## src/rtl/pamp_pkg.sv

```systemverilog
// ----------------------------------------------------------------------------
// pamp_pkg: shared definitions of the palette attribute map painter
// Grid geometry, field widths, action codes, the decoded command carried
// from the front end to the back end, and the back end state encoding.
// ----------------------------------------------------------------------------
package pamp_pkg;

	// Grid geometry, in character cells.
	localparam int GRID_COLUMNS = 20;
	localparam int GRID_ROWS    = 18;

	// Field widths.
	localparam int COORD_W = 8;
	localparam int PAL_W   = 2;
	localparam int ACT_W   = 3;

	// Index widths into a row and into the row store.
	localparam int COL_W = (GRID_COLUMNS > 1) ? $clog2(GRID_COLUMNS) : 1;
	localparam int ROW_W = (GRID_ROWS > 1) ? $clog2(GRID_ROWS) : 1;

	// Grid bounds as coordinates, for compares against 8-bit fields.
	localparam logic [COORD_W-1:0] COLS_COORD = COORD_W'(GRID_COLUMNS);
	localparam logic [COORD_W-1:0] ROWS_COORD = COORD_W'(GRID_ROWS);
	localparam logic [ROW_W-1:0]   ROW_LAST   = ROW_W'(GRID_ROWS - 1);

	// A line command only uses the low five bits of its index.
	localparam logic [COORD_W-1:0] LINE_INDEX_MASK = 8'h1F;

	// Command queue between the front and back ends.
	localparam int QUEUE_DEPTH = 2;
	localparam int QUEUE_AW    = (QUEUE_DEPTH > 1) ? $clog2(QUEUE_DEPTH) : 1;
	localparam int QUEUE_CW    = $clog2(QUEUE_DEPTH + 1);

	// Action codes of the input beat.
	typedef enum logic [ACT_W-1:0] {
		ACT_BLOCK     = 3'd0,
		ACT_LINE      = 3'd1,
		ACT_DIVIDE    = 3'd2,
		ACT_CHR_START = 3'd3,
		ACT_CHR_PUT   = 3'd4,
		ACT_READ      = 3'd5
	} action_t;

	// What the back end has to do with a command.
	typedef enum logic [2:0] {
		CMD_BLOCK,
		CMD_LINE,
		CMD_DIVIDE,
		CMD_PUT,
		CMD_READ,
		CMD_NONE
	} cmd_kind_t;

	// Decoded command, with the cursor already advanced by the front end.
	typedef struct packed {
		cmd_kind_t            kind;
		logic                 fill_inside;
		logic                 fill_edge;
		logic                 fill_outside;
		logic [PAL_W-1:0]     pal_inside;
		logic [PAL_W-1:0]     pal_edge;
		logic [PAL_W-1:0]     pal_outside;
		logic                 horizontal;
		logic [COORD_W-1:0]   x_first;
		logic [COORD_W-1:0]   y_first;
		logic [COORD_W-1:0]   x_last;
		logic [COORD_W-1:0]   y_last;
		logic [COORD_W-1:0]   cursor_col;
		logic [COORD_W-1:0]   cursor_row;
	} cmd_t;

	// Queue occupancy seen by both ends.
	typedef struct packed {
		logic empty;
		logic full;
	} q_status_t;

	// One grid row: a palette number for each column.
	typedef logic [GRID_COLUMNS-1:0][PAL_W-1:0] row_t;

	// Back end sequencer states.
	typedef enum logic [1:0] {
		ST_IDLE,
		ST_SWEEP,
		ST_DRAIN,
		ST_RESULT
	} state_t;

endpackage

```

## src/rtl/palette_attribute_map_painter.sv

```systemverilog
// ----------------------------------------------------------------------------
// palette_attribute_map_painter: palette map of a 20 by 18 character grid
//
// Command beats arrive on the cmd channel (valid/ready); every command gives
// exactly one result beat on the res channel (valid/ready) with the cell
// palette of a read and the character cursor after the command.
// The front end decodes beats and runs the cursor; it takes a beat whenever
// the two-entry command queue has room, so it keeps accepting while the back
// end works or a result waits to be taken.
// The back end serves one command at a time. A block, line or divide sweeps
// all grid rows with one row read-modify-write per cycle: it takes the
// command, sweeps the 18 rows, drains the last write and loads the result.
// A chr put or read inside the grid sweeps only its own row; other commands
// go straight to loading the result. A new command is taken only after the
// last one has loaded its result.
// Reset clears the cursor, the queue and per-row valid bits, so the whole
// grid reads as zero at once without a clearing pass.
// When the receiver stalls, the result stays in the output register, the
// back end waits, the queue fills and cmd_ready falls.
// ----------------------------------------------------------------------------
module palette_attribute_map_painter import pamp_pkg::*; (
	input  logic               clk,
	input  logic               arst_n,
	input  logic               cmd_valid,
	output logic               cmd_ready,
	input  logic [ACT_W-1:0]   action,
	input  logic               fill_inside,
	input  logic               fill_edge,
	input  logic               fill_outside,
	input  logic [PAL_W-1:0]   pal_inside,
	input  logic [PAL_W-1:0]   pal_edge,
	input  logic [PAL_W-1:0]   pal_outside,
	input  logic               horizontal,
	input  logic [COORD_W-1:0] x_first,
	input  logic [COORD_W-1:0] y_first,
	input  logic [COORD_W-1:0] x_last,
	input  logic [COORD_W-1:0] y_last,
	output logic               res_valid,
	input  logic               res_ready,
	output logic [PAL_W-1:0]   cell_palette,
	output logic [COORD_W-1:0] cursor_col,
	output logic [COORD_W-1:0] cursor_row
);

	q_status_t q_status;
	logic      push, q_pop;
	cmd_t      push_cmd, q_cmd;

	pamp_front u_front (
		.clk          (clk),
		.arst_n       (arst_n),
		.cmd_valid    (cmd_valid),
		.cmd_ready    (cmd_ready),
		.action       (action),
		.fill_inside  (fill_inside),
		.fill_edge    (fill_edge),
		.fill_outside (fill_outside),
		.pal_inside   (pal_inside),
		.pal_edge     (pal_edge),
		.pal_outside  (pal_outside),
		.horizontal   (horizontal),
		.x_first      (x_first),
		.y_first      (y_first),
		.x_last       (x_last),
		.y_last       (y_last),
		.q_status     (q_status),
		.push         (push),
		.push_cmd     (push_cmd)
	);

	pamp_queue u_queue (
		.clk      (clk),
		.arst_n   (arst_n),
		.push     (push),
		.push_cmd (push_cmd),
		.pop      (q_pop),
		.pop_cmd  (q_cmd),
		.q_status (q_status)
	);

	pamp_back u_back (
		.clk          (clk),
		.arst_n       (arst_n),
		.q_status     (q_status),
		.q_cmd        (q_cmd),
		.q_pop        (q_pop),
		.res_valid    (res_valid),
		.res_ready    (res_ready),
		.cell_palette (cell_palette),
		.cursor_col   (cursor_col),
		.cursor_row   (cursor_row)
	);

`ifndef SYNTHESIS
	// The back end only takes a command that is queued.
	a_pop_needs_entry: assert property (@(posedge clk) disable iff (!arst_n)
		q_pop |-> !q_status.empty)
		else $error("command taken from an empty queue");

	// A beat accepted without a pop leaves the queue occupied.
	a_push_occupies: assert property (@(posedge clk) disable iff (!arst_n)
		(push && !q_pop) |=> !q_status.empty)
		else $error("accepted beat lost from the queue");

	// The back end never takes two commands back to back.
	a_no_double_pop: assert property (@(posedge clk) disable iff (!arst_n)
		q_pop |=> !q_pop)
		else $error("back end took two commands in a row");
`endif

endmodule

```

## src/rtl/pamp_front.sv

```systemverilog
// ----------------------------------------------------------------------------
// pamp_front: command decode and character cursor
// Accepts command beats, resolves the block border rule and the line index,
// runs the character cursor, and pushes decoded commands into the queue.
// ----------------------------------------------------------------------------
module pamp_front import pamp_pkg::*; (
	input  logic               clk,
	input  logic               arst_n,
	input  logic               cmd_valid,
	output logic               cmd_ready,
	input  logic [ACT_W-1:0]   action,
	input  logic               fill_inside,
	input  logic               fill_edge,
	input  logic               fill_outside,
	input  logic [PAL_W-1:0]   pal_inside,
	input  logic [PAL_W-1:0]   pal_edge,
	input  logic [PAL_W-1:0]   pal_outside,
	input  logic               horizontal,
	input  logic [COORD_W-1:0] x_first,
	input  logic [COORD_W-1:0] y_first,
	input  logic [COORD_W-1:0] x_last,
	input  logic [COORD_W-1:0] y_last,
	input  q_status_t          q_status,
	output logic               push,
	output cmd_t               push_cmd
);

	logic [COORD_W-1:0] cursor_x_q, cursor_y_q, start_x_q, start_y_q;
	logic               advance_vertical_q;
	logic [COORD_W-1:0] nxt_cursor_x, nxt_cursor_y, nxt_start_x, nxt_start_y;
	logic               nxt_advance_vertical;

	// A beat is taken whenever the queue has room.
	assign cmd_ready = !q_status.full;
	assign push      = cmd_valid && cmd_ready;

	// Decode the beat and work out the cursor after it.
	always_comb begin
		push_cmd              = '0;
		push_cmd.kind         = CMD_NONE;
		push_cmd.fill_inside  = fill_inside;
		push_cmd.fill_edge    = fill_edge;
		push_cmd.fill_outside = fill_outside;
		push_cmd.pal_inside   = pal_inside;
		push_cmd.pal_edge     = pal_edge;
		push_cmd.pal_outside  = pal_outside;
		push_cmd.horizontal   = horizontal;
		push_cmd.x_first      = x_first;
		push_cmd.y_first      = y_first;
		push_cmd.x_last       = x_last;
		push_cmd.y_last       = y_last;
		nxt_cursor_x          = cursor_x_q;
		nxt_cursor_y          = cursor_y_q;
		nxt_start_x           = start_x_q;
		nxt_start_y           = start_y_q;
		nxt_advance_vertical  = advance_vertical_q;
		case (action)
			ACT_BLOCK: begin
				push_cmd.kind = CMD_BLOCK;
				// With the border off and only one of inside or outside enabled, the border follows it.
				if (fill_outside && !fill_inside && !fill_edge) begin
					push_cmd.fill_edge = 1'b1;
					push_cmd.pal_edge  = pal_outside;
				end
				if (!fill_outside && fill_inside && !fill_edge) begin
					push_cmd.fill_edge = 1'b1;
					push_cmd.pal_edge  = pal_inside;
				end
			end
			ACT_LINE: begin
				push_cmd.kind    = CMD_LINE;
				push_cmd.x_first = x_first & LINE_INDEX_MASK;
			end
			ACT_DIVIDE: begin
				push_cmd.kind = CMD_DIVIDE;
			end
			ACT_CHR_START: begin
				nxt_cursor_x         = x_first;
				nxt_cursor_y         = y_first;
				nxt_start_x          = x_first;
				nxt_start_y          = y_first;
				nxt_advance_vertical = horizontal;
			end
			ACT_CHR_PUT: begin
				push_cmd.kind    = CMD_PUT;
				push_cmd.x_first = cursor_x_q;
				push_cmd.y_first = cursor_y_q;
				// Step the cursor, wrapping at the grid edge back to the start.
				if (advance_vertical_q) begin
					nxt_cursor_y = cursor_y_q + 8'd1;
					if (nxt_cursor_y == ROWS_COORD) begin
						nxt_cursor_y = start_y_q;
						nxt_cursor_x = cursor_x_q + 8'd1;
					end
				end else begin
					nxt_cursor_x = cursor_x_q + 8'd1;
					if (nxt_cursor_x == COLS_COORD) begin
						nxt_cursor_x = start_x_q;
						nxt_cursor_y = cursor_y_q + 8'd1;
					end
				end
			end
			ACT_READ: begin
				push_cmd.kind = CMD_READ;
			end
			default: begin
				push_cmd.kind = CMD_NONE;
			end
		endcase
		push_cmd.cursor_col = nxt_cursor_x;
		push_cmd.cursor_row = nxt_cursor_y;
	end

	// Cursor registers move on every accepted beat.
	always_ff @(posedge clk or negedge arst_n) begin
		if (!arst_n) begin
			cursor_x_q         <= '0;
			cursor_y_q         <= '0;
			start_x_q          <= '0;
			start_y_q          <= '0;
			advance_vertical_q <= 1'b0;
		end else if (push) begin
			cursor_x_q         <= nxt_cursor_x;
			cursor_y_q         <= nxt_cursor_y;
			start_x_q          <= nxt_start_x;
			start_y_q          <= nxt_start_y;
			advance_vertical_q <= nxt_advance_vertical;
		end
	end

endmodule

```

## src/rtl/pamp_queue.sv

```systemverilog
// ----------------------------------------------------------------------------
// pamp_queue: command queue
// A short first-in first-out store of decoded commands that lets the front
// end keep accepting beats while the back end works.
// ----------------------------------------------------------------------------
module pamp_queue import pamp_pkg::*; (
	input  logic      clk,
	input  logic      arst_n,
	input  logic      push,
	input  cmd_t      push_cmd,
	input  logic      pop,
	output cmd_t      pop_cmd,
	output q_status_t q_status
);

	cmd_t                entry_q [QUEUE_DEPTH];
	logic [QUEUE_AW-1:0] wr_ptr_q, rd_ptr_q;
	logic [QUEUE_CW-1:0] count_q;

	assign pop_cmd        = entry_q[rd_ptr_q];
	assign q_status.empty = (count_q == '0);
	assign q_status.full  = (count_q == QUEUE_CW'(QUEUE_DEPTH));

	// Entry storage needs no reset.
	always_ff @(posedge clk) begin
		if (push) begin
			entry_q[wr_ptr_q] <= push_cmd;
		end
	end

	// Pointers wrap at the queue depth; the count tracks occupancy.
	always_ff @(posedge clk or negedge arst_n) begin
		if (!arst_n) begin
			wr_ptr_q <= '0;
			rd_ptr_q <= '0;
			count_q  <= '0;
		end else begin
			if (push) begin
				wr_ptr_q <= (wr_ptr_q == QUEUE_AW'(QUEUE_DEPTH - 1)) ? '0 :
					wr_ptr_q + QUEUE_AW'(1);
			end
			if (pop) begin
				rd_ptr_q <= (rd_ptr_q == QUEUE_AW'(QUEUE_DEPTH - 1)) ? '0 :
					rd_ptr_q + QUEUE_AW'(1);
			end
			if (push && !pop) begin
				count_q <= count_q + QUEUE_CW'(1);
			end else if (pop && !push) begin
				count_q <= count_q - QUEUE_CW'(1);
			end
		end
	end

endmodule

```

## src/rtl/pamp_back.sv

```systemverilog
// ----------------------------------------------------------------------------
// pamp_back: grid store and row sequencer
// Takes one command at a time from the queue, sweeps the rows it touches with
// a read-modify-write of one row per cycle, and holds the result beat.
// ----------------------------------------------------------------------------
module pamp_back import pamp_pkg::*; (
	input  logic               clk,
	input  logic               arst_n,
	input  q_status_t          q_status,
	input  cmd_t               q_cmd,
	output logic               q_pop,
	output logic               res_valid,
	input  logic               res_ready,
	output logic [PAL_W-1:0]   cell_palette,
	output logic [COORD_W-1:0] cursor_col,
	output logic [COORD_W-1:0] cursor_row
);

	// Palette of one cell after a command, given its old palette.
	function automatic logic [PAL_W-1:0] paint_cell(input cmd_t c,
			input logic [COORD_W-1:0] x, input logic [COORD_W-1:0] y,
			input logic [PAL_W-1:0] old);
		logic               in_rect;
		logic               on_border;
		logic [COORD_W-1:0] k;
		logic [PAL_W-1:0]   res;
		res       = old;
		in_rect   = (x > c.x_first) && (x < c.x_last) && (y > c.y_first) && (y < c.y_last);
		on_border = ((x == c.x_first || x == c.x_last) && y >= c.y_first && y <= c.y_last) ||
			((y == c.y_first || y == c.y_last) && x >= c.x_first && x <= c.x_last);
		k         = c.horizontal ? y : x;
		case (c.kind)
			CMD_BLOCK: begin
				if (in_rect) begin
					if (c.fill_inside) res = c.pal_inside;
				end else if (on_border) begin
					if (c.fill_edge) res = c.pal_edge;
				end else if (c.fill_outside) begin
					res = c.pal_outside;
				end
			end
			CMD_LINE: begin
				if (k == c.x_first) res = c.pal_inside;
			end
			CMD_DIVIDE: begin
				if (k < c.x_first) res = c.pal_inside;
				else if (k == c.x_first) res = c.pal_edge;
				else res = c.pal_outside;
			end
			CMD_PUT: begin
				if (x == c.x_first) res = c.pal_inside;
			end
			default: begin
				res = old;
			end
		endcase
		return res;
	endfunction

	state_t             state_q, state_nxt;
	cmd_t               cmd_q;
	logic [ROW_W-1:0]   row_q, row_last_q;
	logic [PAL_W-1:0]   cell_q;
	logic               needs_grid;
	logic               rd_en, load_out;

	row_t               grid_mem [GRID_ROWS];
	logic [GRID_ROWS-1:0] row_valid_q;
	logic               rd_valid_s1;
	logic [ROW_W-1:0]   rd_row_s1;
	row_t               rd_data_s1;
	logic               rd_row_valid_s1;
	row_t               old_row, new_row;

	logic               res_valid_q;
	logic [PAL_W-1:0]   cell_palette_q;
	logic [COORD_W-1:0] cursor_col_q, cursor_row_q;

	// Paints sweep the whole grid; a put or a read touches one in-grid row.
	always_comb begin
		case (q_cmd.kind)
			CMD_BLOCK, CMD_LINE, CMD_DIVIDE: needs_grid = 1'b1;
			CMD_PUT, CMD_READ: needs_grid = (q_cmd.x_first < COLS_COORD) &&
				(q_cmd.y_first < ROWS_COORD);
			default: needs_grid = 1'b0;
		endcase
	end

	// Sequencer next state.
	always_comb begin
		state_nxt = state_q;
		case (state_q)
			ST_IDLE: begin
				if (!q_status.empty) state_nxt = needs_grid ? ST_SWEEP : ST_RESULT;
			end
			ST_SWEEP: begin
				if (row_q == row_last_q) state_nxt = ST_DRAIN;
			end
			ST_DRAIN: begin
				state_nxt = ST_RESULT;
			end
			ST_RESULT: begin
				if (load_out) state_nxt = ST_IDLE;
			end
			default: begin
				state_nxt = ST_IDLE;
			end
		endcase
	end

	// Sequencer outputs.
	always_comb begin
		q_pop    = 1'b0;
		rd_en    = 1'b0;
		load_out = 1'b0;
		case (state_q)
			ST_IDLE:   q_pop = !q_status.empty;
			ST_SWEEP:  rd_en = 1'b1;
			ST_RESULT: load_out = !res_valid_q || res_ready;
			default:   q_pop = 1'b0;
		endcase
	end

	always_ff @(posedge clk or negedge arst_n) begin
		if (!arst_n) begin
			state_q <= ST_IDLE;
		end else begin
			state_q <= state_nxt;
		end
	end

	// Command register and row counter.
	always_ff @(posedge clk) begin
		if (q_pop) begin
			cmd_q <= q_cmd;
			cell_q <= '0;
			if (q_cmd.kind == CMD_PUT || q_cmd.kind == CMD_READ) begin
				row_q      <= q_cmd.y_first[ROW_W-1:0];
				row_last_q <= q_cmd.y_first[ROW_W-1:0];
			end else begin
				row_q      <= '0;
				row_last_q <= ROW_LAST;
			end
		end else begin
			if (rd_en) row_q <= row_q + ROW_W'(1);
			if (rd_valid_s1 && cmd_q.kind == CMD_READ) begin
				cell_q <= old_row[cmd_q.x_first[COL_W-1:0]];
			end
		end
	end

	// Row read, registered.
	always_ff @(posedge clk) begin
		if (rd_en) begin
			rd_data_s1      <= grid_mem[row_q];
			rd_row_valid_s1 <= row_valid_q[row_q];
			rd_row_s1       <= row_q;
		end
	end

	always_ff @(posedge clk or negedge arst_n) begin
		if (!arst_n) begin
			rd_valid_s1 <= 1'b0;
		end else begin
			rd_valid_s1 <= rd_en;
		end
	end

	// A row never written since reset reads as all zero.
	assign old_row = rd_row_valid_s1 ? rd_data_s1 : '0;

	// Merge the command into the row just read.
	always_comb begin
		for (int c = 0; c < GRID_COLUMNS; c++) begin
			new_row[c] = paint_cell(cmd_q, COORD_W'(c), COORD_W'(rd_row_s1), old_row[c]);
		end
	end

	// Row write back.
	always_ff @(posedge clk) begin
		if (rd_valid_s1) begin
			grid_mem[rd_row_s1] <= new_row;
		end
	end

	always_ff @(posedge clk or negedge arst_n) begin
		if (!arst_n) begin
			row_valid_q <= '0;
		end else if (rd_valid_s1) begin
			row_valid_q[rd_row_s1] <= 1'b1;
		end
	end

	// Result register, held while the receiver stalls.
	always_ff @(posedge clk or negedge arst_n) begin
		if (!arst_n) begin
			res_valid_q <= 1'b0;
		end else if (load_out) begin
			res_valid_q <= 1'b1;
		end else if (res_ready) begin
			res_valid_q <= 1'b0;
		end
	end

	always_ff @(posedge clk) begin
		if (load_out) begin
			cell_palette_q <= cell_q;
			cursor_col_q   <= cmd_q.cursor_col;
			cursor_row_q   <= cmd_q.cursor_row;
		end
	end

	assign res_valid    = res_valid_q;
	assign cell_palette = cell_palette_q;
	assign cursor_col   = cursor_col_q;
	assign cursor_row   = cursor_row_q;

endmodule
```

## config.mk

```make
export PLATFORM = sky130hd
export DESIGN_NAME = palette_attribute_map_painter
export DESIGN_NICKNAME = d
export VERILOG_FILES = /design/src/rtl/pamp_pkg.sv /design/src/rtl/palette_attribute_map_painter.sv /design/src/rtl/pamp_front.sv /design/src/rtl/pamp_queue.sv /design/src/rtl/pamp_back.sv
export SDC_FILE = /design/constraint.sdc
export NUM_CORES = 2
export LEC_CHECK = 0
export BUFFER_PORTS_ARGS = -buffer_cell sky130_fd_sc_hd__clkbuf_2
export CORE_ASPECT_RATIO = 1.4
export CORE_MARGIN = 1.5
export CORE_UTILIZATION = 44
export DETAILED_ROUTE_END_ITERATION = 16
export GPL_TIMING_DRIVEN = 0
export PLACE_DENSITY_LB_ADDON = 0.08
export SLEW_MARGIN = 25
export SYNTH_ARGS = -nofsm -noshare
export SYNTH_HDL_FRONTEND = slang
export SYNTH_SLANG_ARGS = --single-unit
```

## constraint.sdc

```tcl
create_clock -name clk -period 5.1 [get_ports clk]
set_input_delay 0.255 -clock clk [delete_from_list [all_inputs] [get_ports clk]]
set_output_delay 0.255 -clock clk [all_outputs]
set_load 0.03 [all_outputs]
```

After elaboration in Yosys (flattened, before gate mapping)

Memories as Yosys holds them, arrays and structs flattened. A register that Yosys moved wholly into a read port is not among the register bits.
Cells that the tools add are included.

Bits in registers: 156
Output and inout port bits: 20
Memories: 2
Logic and storage cells: 718
Bits of input ports: 49
RAM bits: 842

Equality and inequality tests: 83
Reduce and logical (&&, ||, !) cells: 215
Bitwise operators: 1
Mux-type cells: 266
Order comparisons: 110
$add $sub $neg: 7

Memory list:

| memory          | words | bits a word | read ports | clocked after Yosys merged registers in | wr ports | line             | text |
|---|---|---|---|---|---|---|---|
| u_back.grid_mem | 18    | 40          | 1          | 1                                       | 1        | pamp_back.sv:67  | `row_t grid_mem [GRID_ROWS];` |
| u_queue.entry_q | 2     | 61          | 1          | 0                                       | 1        | pamp_queue.sv:16 | `cmd_t entry_q [QUEUE_DEPTH];` |

Operators with widths:

| kind               | count |
|---|---|
| $mux 2             | 190 |
| $pmux 2 s4         | 21 |
| $eq 8x8->1         | 20 |
| $lt 8x8->1         | 20 |
| $logic_and 1x1->1  | 150 |
| $eq 4x8->1 const A | 16 |
| $mux 5             | 23 |
| $eq 3x8->1 const A | 8 |
| $eq 5x8->1 const A | 8 |
| $ge 4x8->1 const A | 8 |
| $gt 4x8->1 const A | 8 |
| $le 4x8->1 const A | 8 |
| $lt 4x8->1 const A | 8 |
| $mux 8             | 7 |
| $pmux 8 s2         | 3 |
| $logic_or 1x1->1   | 43 |
| $mux 40            | 1 |
| $eq 2x8->1 const A | 4 |
| $ge 3x8->1 const A | 4 |
| $ge 5x8->1 const A | 4 |
| $gt 3x8->1 const A | 4 |
| $gt 5x8->1 const A | 4 |
| $le 3x8->1 const A | 4 |
| $le 5x8->1 const A | 4 |
| other kinds (49)   | 112 |

Logic depth before layout (Yosys ltp)

Word-level depth: 8
Depth in mapped cells: 12
Mapped depth without buffers: 10

Hierarchy

A second synthesis with hierarchy kept.

Cells, all modules: 3032
Area, all modules: 47060.1 µm²

By module, submodules not included:

| module     | sequential area each (µm²) | area an instance (µm²) | times used | cells an instance |
|---|---|---|---|---|
| pamp_back  | 26265.2                    | 39007.4                | 1          | 2428 |
| pamp_queue | 3763.6                     | 4889.7                 | 1          | 206 |
| pamp_front | 825.8                      | 3163.0                 | 1          | 398 |

Worst setup path after synthesis

No wires, ideal clock.

Path kind: register to register
Start point: register u_queue.count_q[0]
End point: memory u_queue.entry_q[0][0] (netlist name), enable pin
Arrival: 3.721 ns
Slack: 0.898 ns
Buffers on the path: 1
Stages on the path, launching flop included: 5
Period minus slack after synthesis: 4.202 ns
Cells stage by stage: dfrtp_1 nand2b_1 nand2_1 clkbuf_1 nor2_1

Cells in the longest elaborated chain, start to end: 5

RTL lines:

| item                         | line                                | text |
|---|---|---|
| start, declared              | pamp_queue.sv:18                    | `logic [QUEUE_CW-1:0] count_q;` |
| start signal, assigned       | pamp_queue.sv:47                    | `count_q <= count_q + QUEUE_CW'(1);` |
| start signal, assigned       | pamp_queue.sv:49                    | `count_q <= count_q - QUEUE_CW'(1);` |
| $eq 2x2->1                   | pamp_queue.sv:22                    | `assign q_status.full = (count_q == QUEUE_CW'(QUEUE_DEPTH));` |
| $logic_not 1->1              | pamp_front.sv:34                    | `assign cmd_ready = !q_status.full;` |
| net cmd_ready                | palette_attribute_map_painter.sv:25 | `output logic cmd_ready,` |
| $logic_and 1x1->1            | pamp_front.sv:35                    | `assign push = cmd_valid && cmd_ready;` |
| $mux 1                       | pamp_queue.sv:26                    | `if (push) begin` |
| $mux 1 (not written as such) | pamp_queue.sv:27                    | `entry_q[wr_ptr_q] <= push_cmd;` |
| end, declared                | pamp_queue.sv:16                    |  |

The timed path passes the listed nets, and every way through them passes these cells.

==> reports/results.txt <==
The flow ran to the end, and the final reports show no timing, DRC or antenna violations. The buffer depth of the longest clock path is 3. The mean routed wirelength per cell is 34.7 µm.

Data required time at the worst endpoint: 5.52 ns. The first global-routing pass estimated 229000 µm of wire. The H-tree generated during clock tree synthesis spans 3 levels. The share of total power dissipated in combinational logic is 36.7%. The core region is 104000 µm².

The run gives 0.0587 ns as the clock skew after layout. The number of enable-type register cells in the synthesized netlist is 977, and the cell count after synthesis is 2994. The number of register bits inferred by synthesis is 1038, and the number of different library cells in the post-synthesis netlist is 86. Counting the buffers created by CTS gives 99. Counting the fill cells in the layout gives 8701. The overall fraction of global-route tracks in use came out at 30.9%.

Of the cells placed in the final design, the portion with a size suffix greater than 1 is 22.3%. For this configuration, the core starts out at a cell density of 44.3%. For the count of vias placed by the detailed router, the log shows 29200. For the clock network power share, the log shows 24.0%. After routing, the total negative slack on setup checks comes to 0 ns.

The launching instance or port of the critical path was u_back.cmd_q[44]. Via count of the first global-routing pass: 29900. The nature of the critical path startpoint is a register. The logs give 50000 µm² for the placement-stage cell area and 3371 for the net total in the final layout.

Before CTS, the worst setup slack after placement is -0.851 ns. The synthesized netlist devotes 7.94% of its cell area to compound gates. The logs give 201 MHz for the maximum clock rate and 54 for the largest net degree at the start of global routing. The sequential fraction of the synthesis area was 66.9%. The final layout contains routed wiring with a total length of 164000 µm. The area share of fa/ha/maj cells after synthesis was 0.787%. The die covers 107000 µm². The maximum vdd drop was 0.335 mV.

The total count of hold-check failures in the final report came out at 0. The kind of end point of the critical path was a register. Transition at the pin with the smallest max-transition slack: 1.12 ns. The total overflow reported by the global router is 0. Among all flip-flop cells after synthesis, the most frequent one is sky130_fd_sc_hd__edfxtp_1. Summing the areas of all and, or, nand and nor instances in the mapped netlist gives 6.52% of the synthesized area. Yosys printed 0 warnings.

The top cell types in the final layout, fill and taps aside, are sky130_fd_sc_hd__edfxtp_1, sky130_fd_sc_hd__mux4_2, sky130_fd_sc_hd__nand2_1. Dividing the final minimum period by the clock period gives 97.5%. The xor-xnor portion of the synthesized cell area is 0.475%, and the count of input and output buffers is 67. The floorplan step set the die height to 386 µm.

The final weighted congestion in routability-driven placement was 1.07; the power density relative to cell area was 588 nW/µm². The startpoint-to-endpoint class of the critical path is reg -> reg. The logs give 46100 µm² for the netlist area before placement and 51.9% for the final cell utilization of the core. For this run, design rule violations remaining after detail routing come to 0.

After legalization and detailed placement, the total HPWL measured 123000 µm. The final setup violation count was 0; the post-layout total power was 31.7 mW. The max-slew violation count came out at 0. The startpoint identified for the worst hold timing path is cmd_valid. For the filler-free cell count of the finished design, the log shows 4727.

The pre-antenna-repair detailed-routing pass consisted of 7 iterations. The clock drives 1038 sinks. The async set-reset flop share out of synthesis works out to 5.68%. TritonCTS built the clock tree.

For the post-route worst setup slack, the log shows 0.127 ns. Of the total power, the share spent switching nets is 36.7%. The final critical-path required period was 4.97 ns.

Leaving out fill and tap cells, the most frequent cell in the layout is sky130_fd_sc_hd__edfxtp_1. The internal portion of the total power is 20.1 mW. The post-synthesis mux area share works out to 15.5%. The area growth from synthesis to layout came out at 17.0%. Measured along the x axis, the die boundary spans 277 µm.

Summed over all nets, the switching power comes to 11.7 mW. The number of nets in the synthesized netlist is 3072. In this run the worst hold path is classified as in -> reg.

The sequential share of power is 39.3%. The tools report the clock tree root buffer cell as sky130_fd_sc_hd__clkbuf_16. The dominant combinational cell family by area after synthesis was multiplexers.

The clock transition at the register clock pins on the worst setup and hold paths after CTS is 0.06 ns, and the mean instance size in the synthesized netlist is 15.4 µm². After detailed routing, the number of vias per cell comes to 6.19. The worst reg2reg path startpoint was u_back.cmd_q[44].

69 I/O pins were placed. The worst pin sits at a relative slew slack of 25.5%. Setup repair after global routing left no endpoint under its margin. The number of placed instances, taps included, is 4491. Number of antenna violations at the first check in global routing: 2. Along the worst path, the maximum fanout reaches 11. For this design the static power due to leakage is 17.9 nW. The logs give 140 for the total number of placement rows and 5.39 ns for the worst endpoint data arrival time. The number of design-rule violations left by the first detailed-router iteration is 2834, and the worst hold margin is 0.0537 ns.

The count of nets left with antenna violations once routing finished came out at 0. The final cell area excluding filler cells came out at 54000 µm². Clock latency on the worst-skew pair, taken at its later pin, is 0.73 ns. The total of max-cap violations is 0.
## critical path: stages, from the launching register on
cell	delay, ns
sky130_fd_sc_hd__edfxtp_1	0.44
sky130_fd_sc_hd__clkbuf_2	0.40
sky130_fd_sc_hd__inv_1	0.43
sky130_fd_sc_hd__ha_1	0.46
sky130_fd_sc_hd__clkbuf_1	0.33
sky130_fd_sc_hd__nand3_1	0.20
sky130_fd_sc_hd__clkbuf_1	0.33
sky130_fd_sc_hd__nor2_1	0.32
sky130_fd_sc_hd__o21ai_0	0.20
sky130_fd_sc_hd__a32oi_1	0.24
sky130_fd_sc_hd__nand2_1	0.09
sky130_fd_sc_hd__nor3_1	0.49
sky130_fd_sc_hd__a32oi_1	0.45
sky130_fd_sc_hd__buf_2	0.32
## synth_stat cells, types with 12 or more instances
| cell type | count | area, µm² |
|---|---|---|
| sky130_fd_sc_hd__a21oi_1 | 167 | 836 |
| sky130_fd_sc_hd__a22oi_1 | 20 | 150 |
| sky130_fd_sc_hd__a31oi_1 | 27 | 169 |
| sky130_fd_sc_hd__and2_1 | 14 | 87.6 |
| sky130_fd_sc_hd__and3_1 | 13 | 81.3 |
| sky130_fd_sc_hd__buf_1 | 26 | 97.6 |
| sky130_fd_sc_hd__clkbuf_1 | 149 | 559 |
| sky130_fd_sc_hd__dfrtp_1 | 59 | 1480 |
| sky130_fd_sc_hd__edfxtp_1 | 977 | 29300 |
| sky130_fd_sc_hd__ha_1 | 29 | 363 |
| sky130_fd_sc_hd__inv_1 | 43 | 161 |
| sky130_fd_sc_hd__mux2_2 | 98 | 1100 |
| sky130_fd_sc_hd__mux2i_1 | 120 | 1200 |
| sky130_fd_sc_hd__mux4_2 | 215 | 4840 |
| sky130_fd_sc_hd__nand2_1 | 214 | 803 |
| sky130_fd_sc_hd__nand2b_1 | 24 | 150 |
| sky130_fd_sc_hd__nand3_1 | 56 | 280 |
| sky130_fd_sc_hd__nor2_1 | 174 | 653 |
| sky130_fd_sc_hd__nor2b_1 | 15 | 93.8 |
| sky130_fd_sc_hd__nor3_1 | 45 | 225 |
| sky130_fd_sc_hd__o211ai_1 | 19 | 143 |
| sky130_fd_sc_hd__o21ai_0 | 198 | 991 |
| sky130_fd_sc_hd__o221ai_1 | 13 | 114 |
| sky130_fd_sc_hd__o22ai_1 | 31 | 194 |
| sky130_fd_sc_hd__or2_2 | 25 | 156 |
| sky130_fd_sc_hd__or3_1 | 12 | 75.1 |
| sky130_fd_sc_hd__xnor2_1 | 15 | 131 |
## worst paths after layout
kind,end,slack [ns],cells past startpoint
worst max-delay path,u_back.grid_mem[2][3],0.13,13
worst min-delay path,u_queue.entry_q[1][36],0.05,2
worst max register to register,u_back.grid_mem[2][3],0.13,13
worst min register to register,u_back.cursor_col[6],0.42,0
max in group asynchronous,u_front.cursor_x_q[5],3.50,4
min in group asynchronous,u_front.start_x_q[6],0.53,3
## registers in the layout, indices dropped and copies added, names as in the netlist
signal	flops
u_front.cursor_y_q	8
u_back.cell_palette	2
u_back.state_q	2
u_back.cmd_q	61
u_back.rd_row_s1	5
u_back.rd_data_s1	40
u_front.advance_vertical_q	1
u_queue.rd_ptr_q	1
u_back.row_last_q	5
u_front.start_x_q	8
u_back.cell_q	2
u_queue.entry_q	122
u_queue.wr_ptr_q	1
u_back.row_valid_q	18
u_back.grid_mem	720
u_back.rd_row_valid_s1	1
u_back.cursor_row	8
u_back.rd_valid_s1	1
u_front.cursor_x_q	8
u_back.res_valid	1
u_queue.count_q	2
u_back.cursor_col	8
u_back.row_q	5
u_front.start_y_q	8
## routing by layer
layer	vias up	wire length, µm	part of all wire [%]	global-route usage [%]
met1	15200	60500	37	36.0
li1	12500	-	-	-
met5	-	20	0.012	0
met3	363	8300	5.1	4.23
met2	1178	84200	51	54.5
met4	2	10700	6.5	18.6
## layout make-up
class | instances | area [µm²] | share of cell area, %
sequential | 1038 | 30900 | 57.2
multi-input combinational | 1729 | 14700 | 27.3
clock buffer | 115 | 2550 | 4.72
timing repair buffer | 198 | 2390 | 4.43
tap | 1349 | 1690 | 3.13
clock inverter | 69 | 822 | 1.52
buffer | 183 | 731 | 1.35
inverter | 44 | 168 | 0.311
antenna | 2 | 5.00 | 0.00928
## logic make-up after synthesis
logic type	count (synthesis)
XOR/XNOR	25
flip-flops	1038
multiplexers	434
AO/OA/AOI/OAI	598
buffers and inverters	227
AND/OR/NAND/NOR	643
adder cells (fa/ha/maj)	29
## what timing repair did
| item | in CTS | in global routing |
|---|---|---|
| endpoints found under the setup margin | 119 | 84 |
| gates resized for setup | 2 | 4 |
| endpoints found under the hold margin | 166 | 0 |
| buffers inserted | 1 | 4 |
| pin swaps | 1 | 2 |
| hold buffers | 44 | 0 |
## power groups by stage
stage	clock network (mW)	registers, mW	logic [mW]
6_report	7.62	12.5	11.6
5_1_grt	8.08	12.5	12.3
4_1_cts	7.75	12.4	11.7
3_5_place_dp	0	12.6	11.6
3_3_place_gp	0	12.7	11.0
2_1_floorplan	0	12.4	6.81
Power figures use the tool's default switching activity.
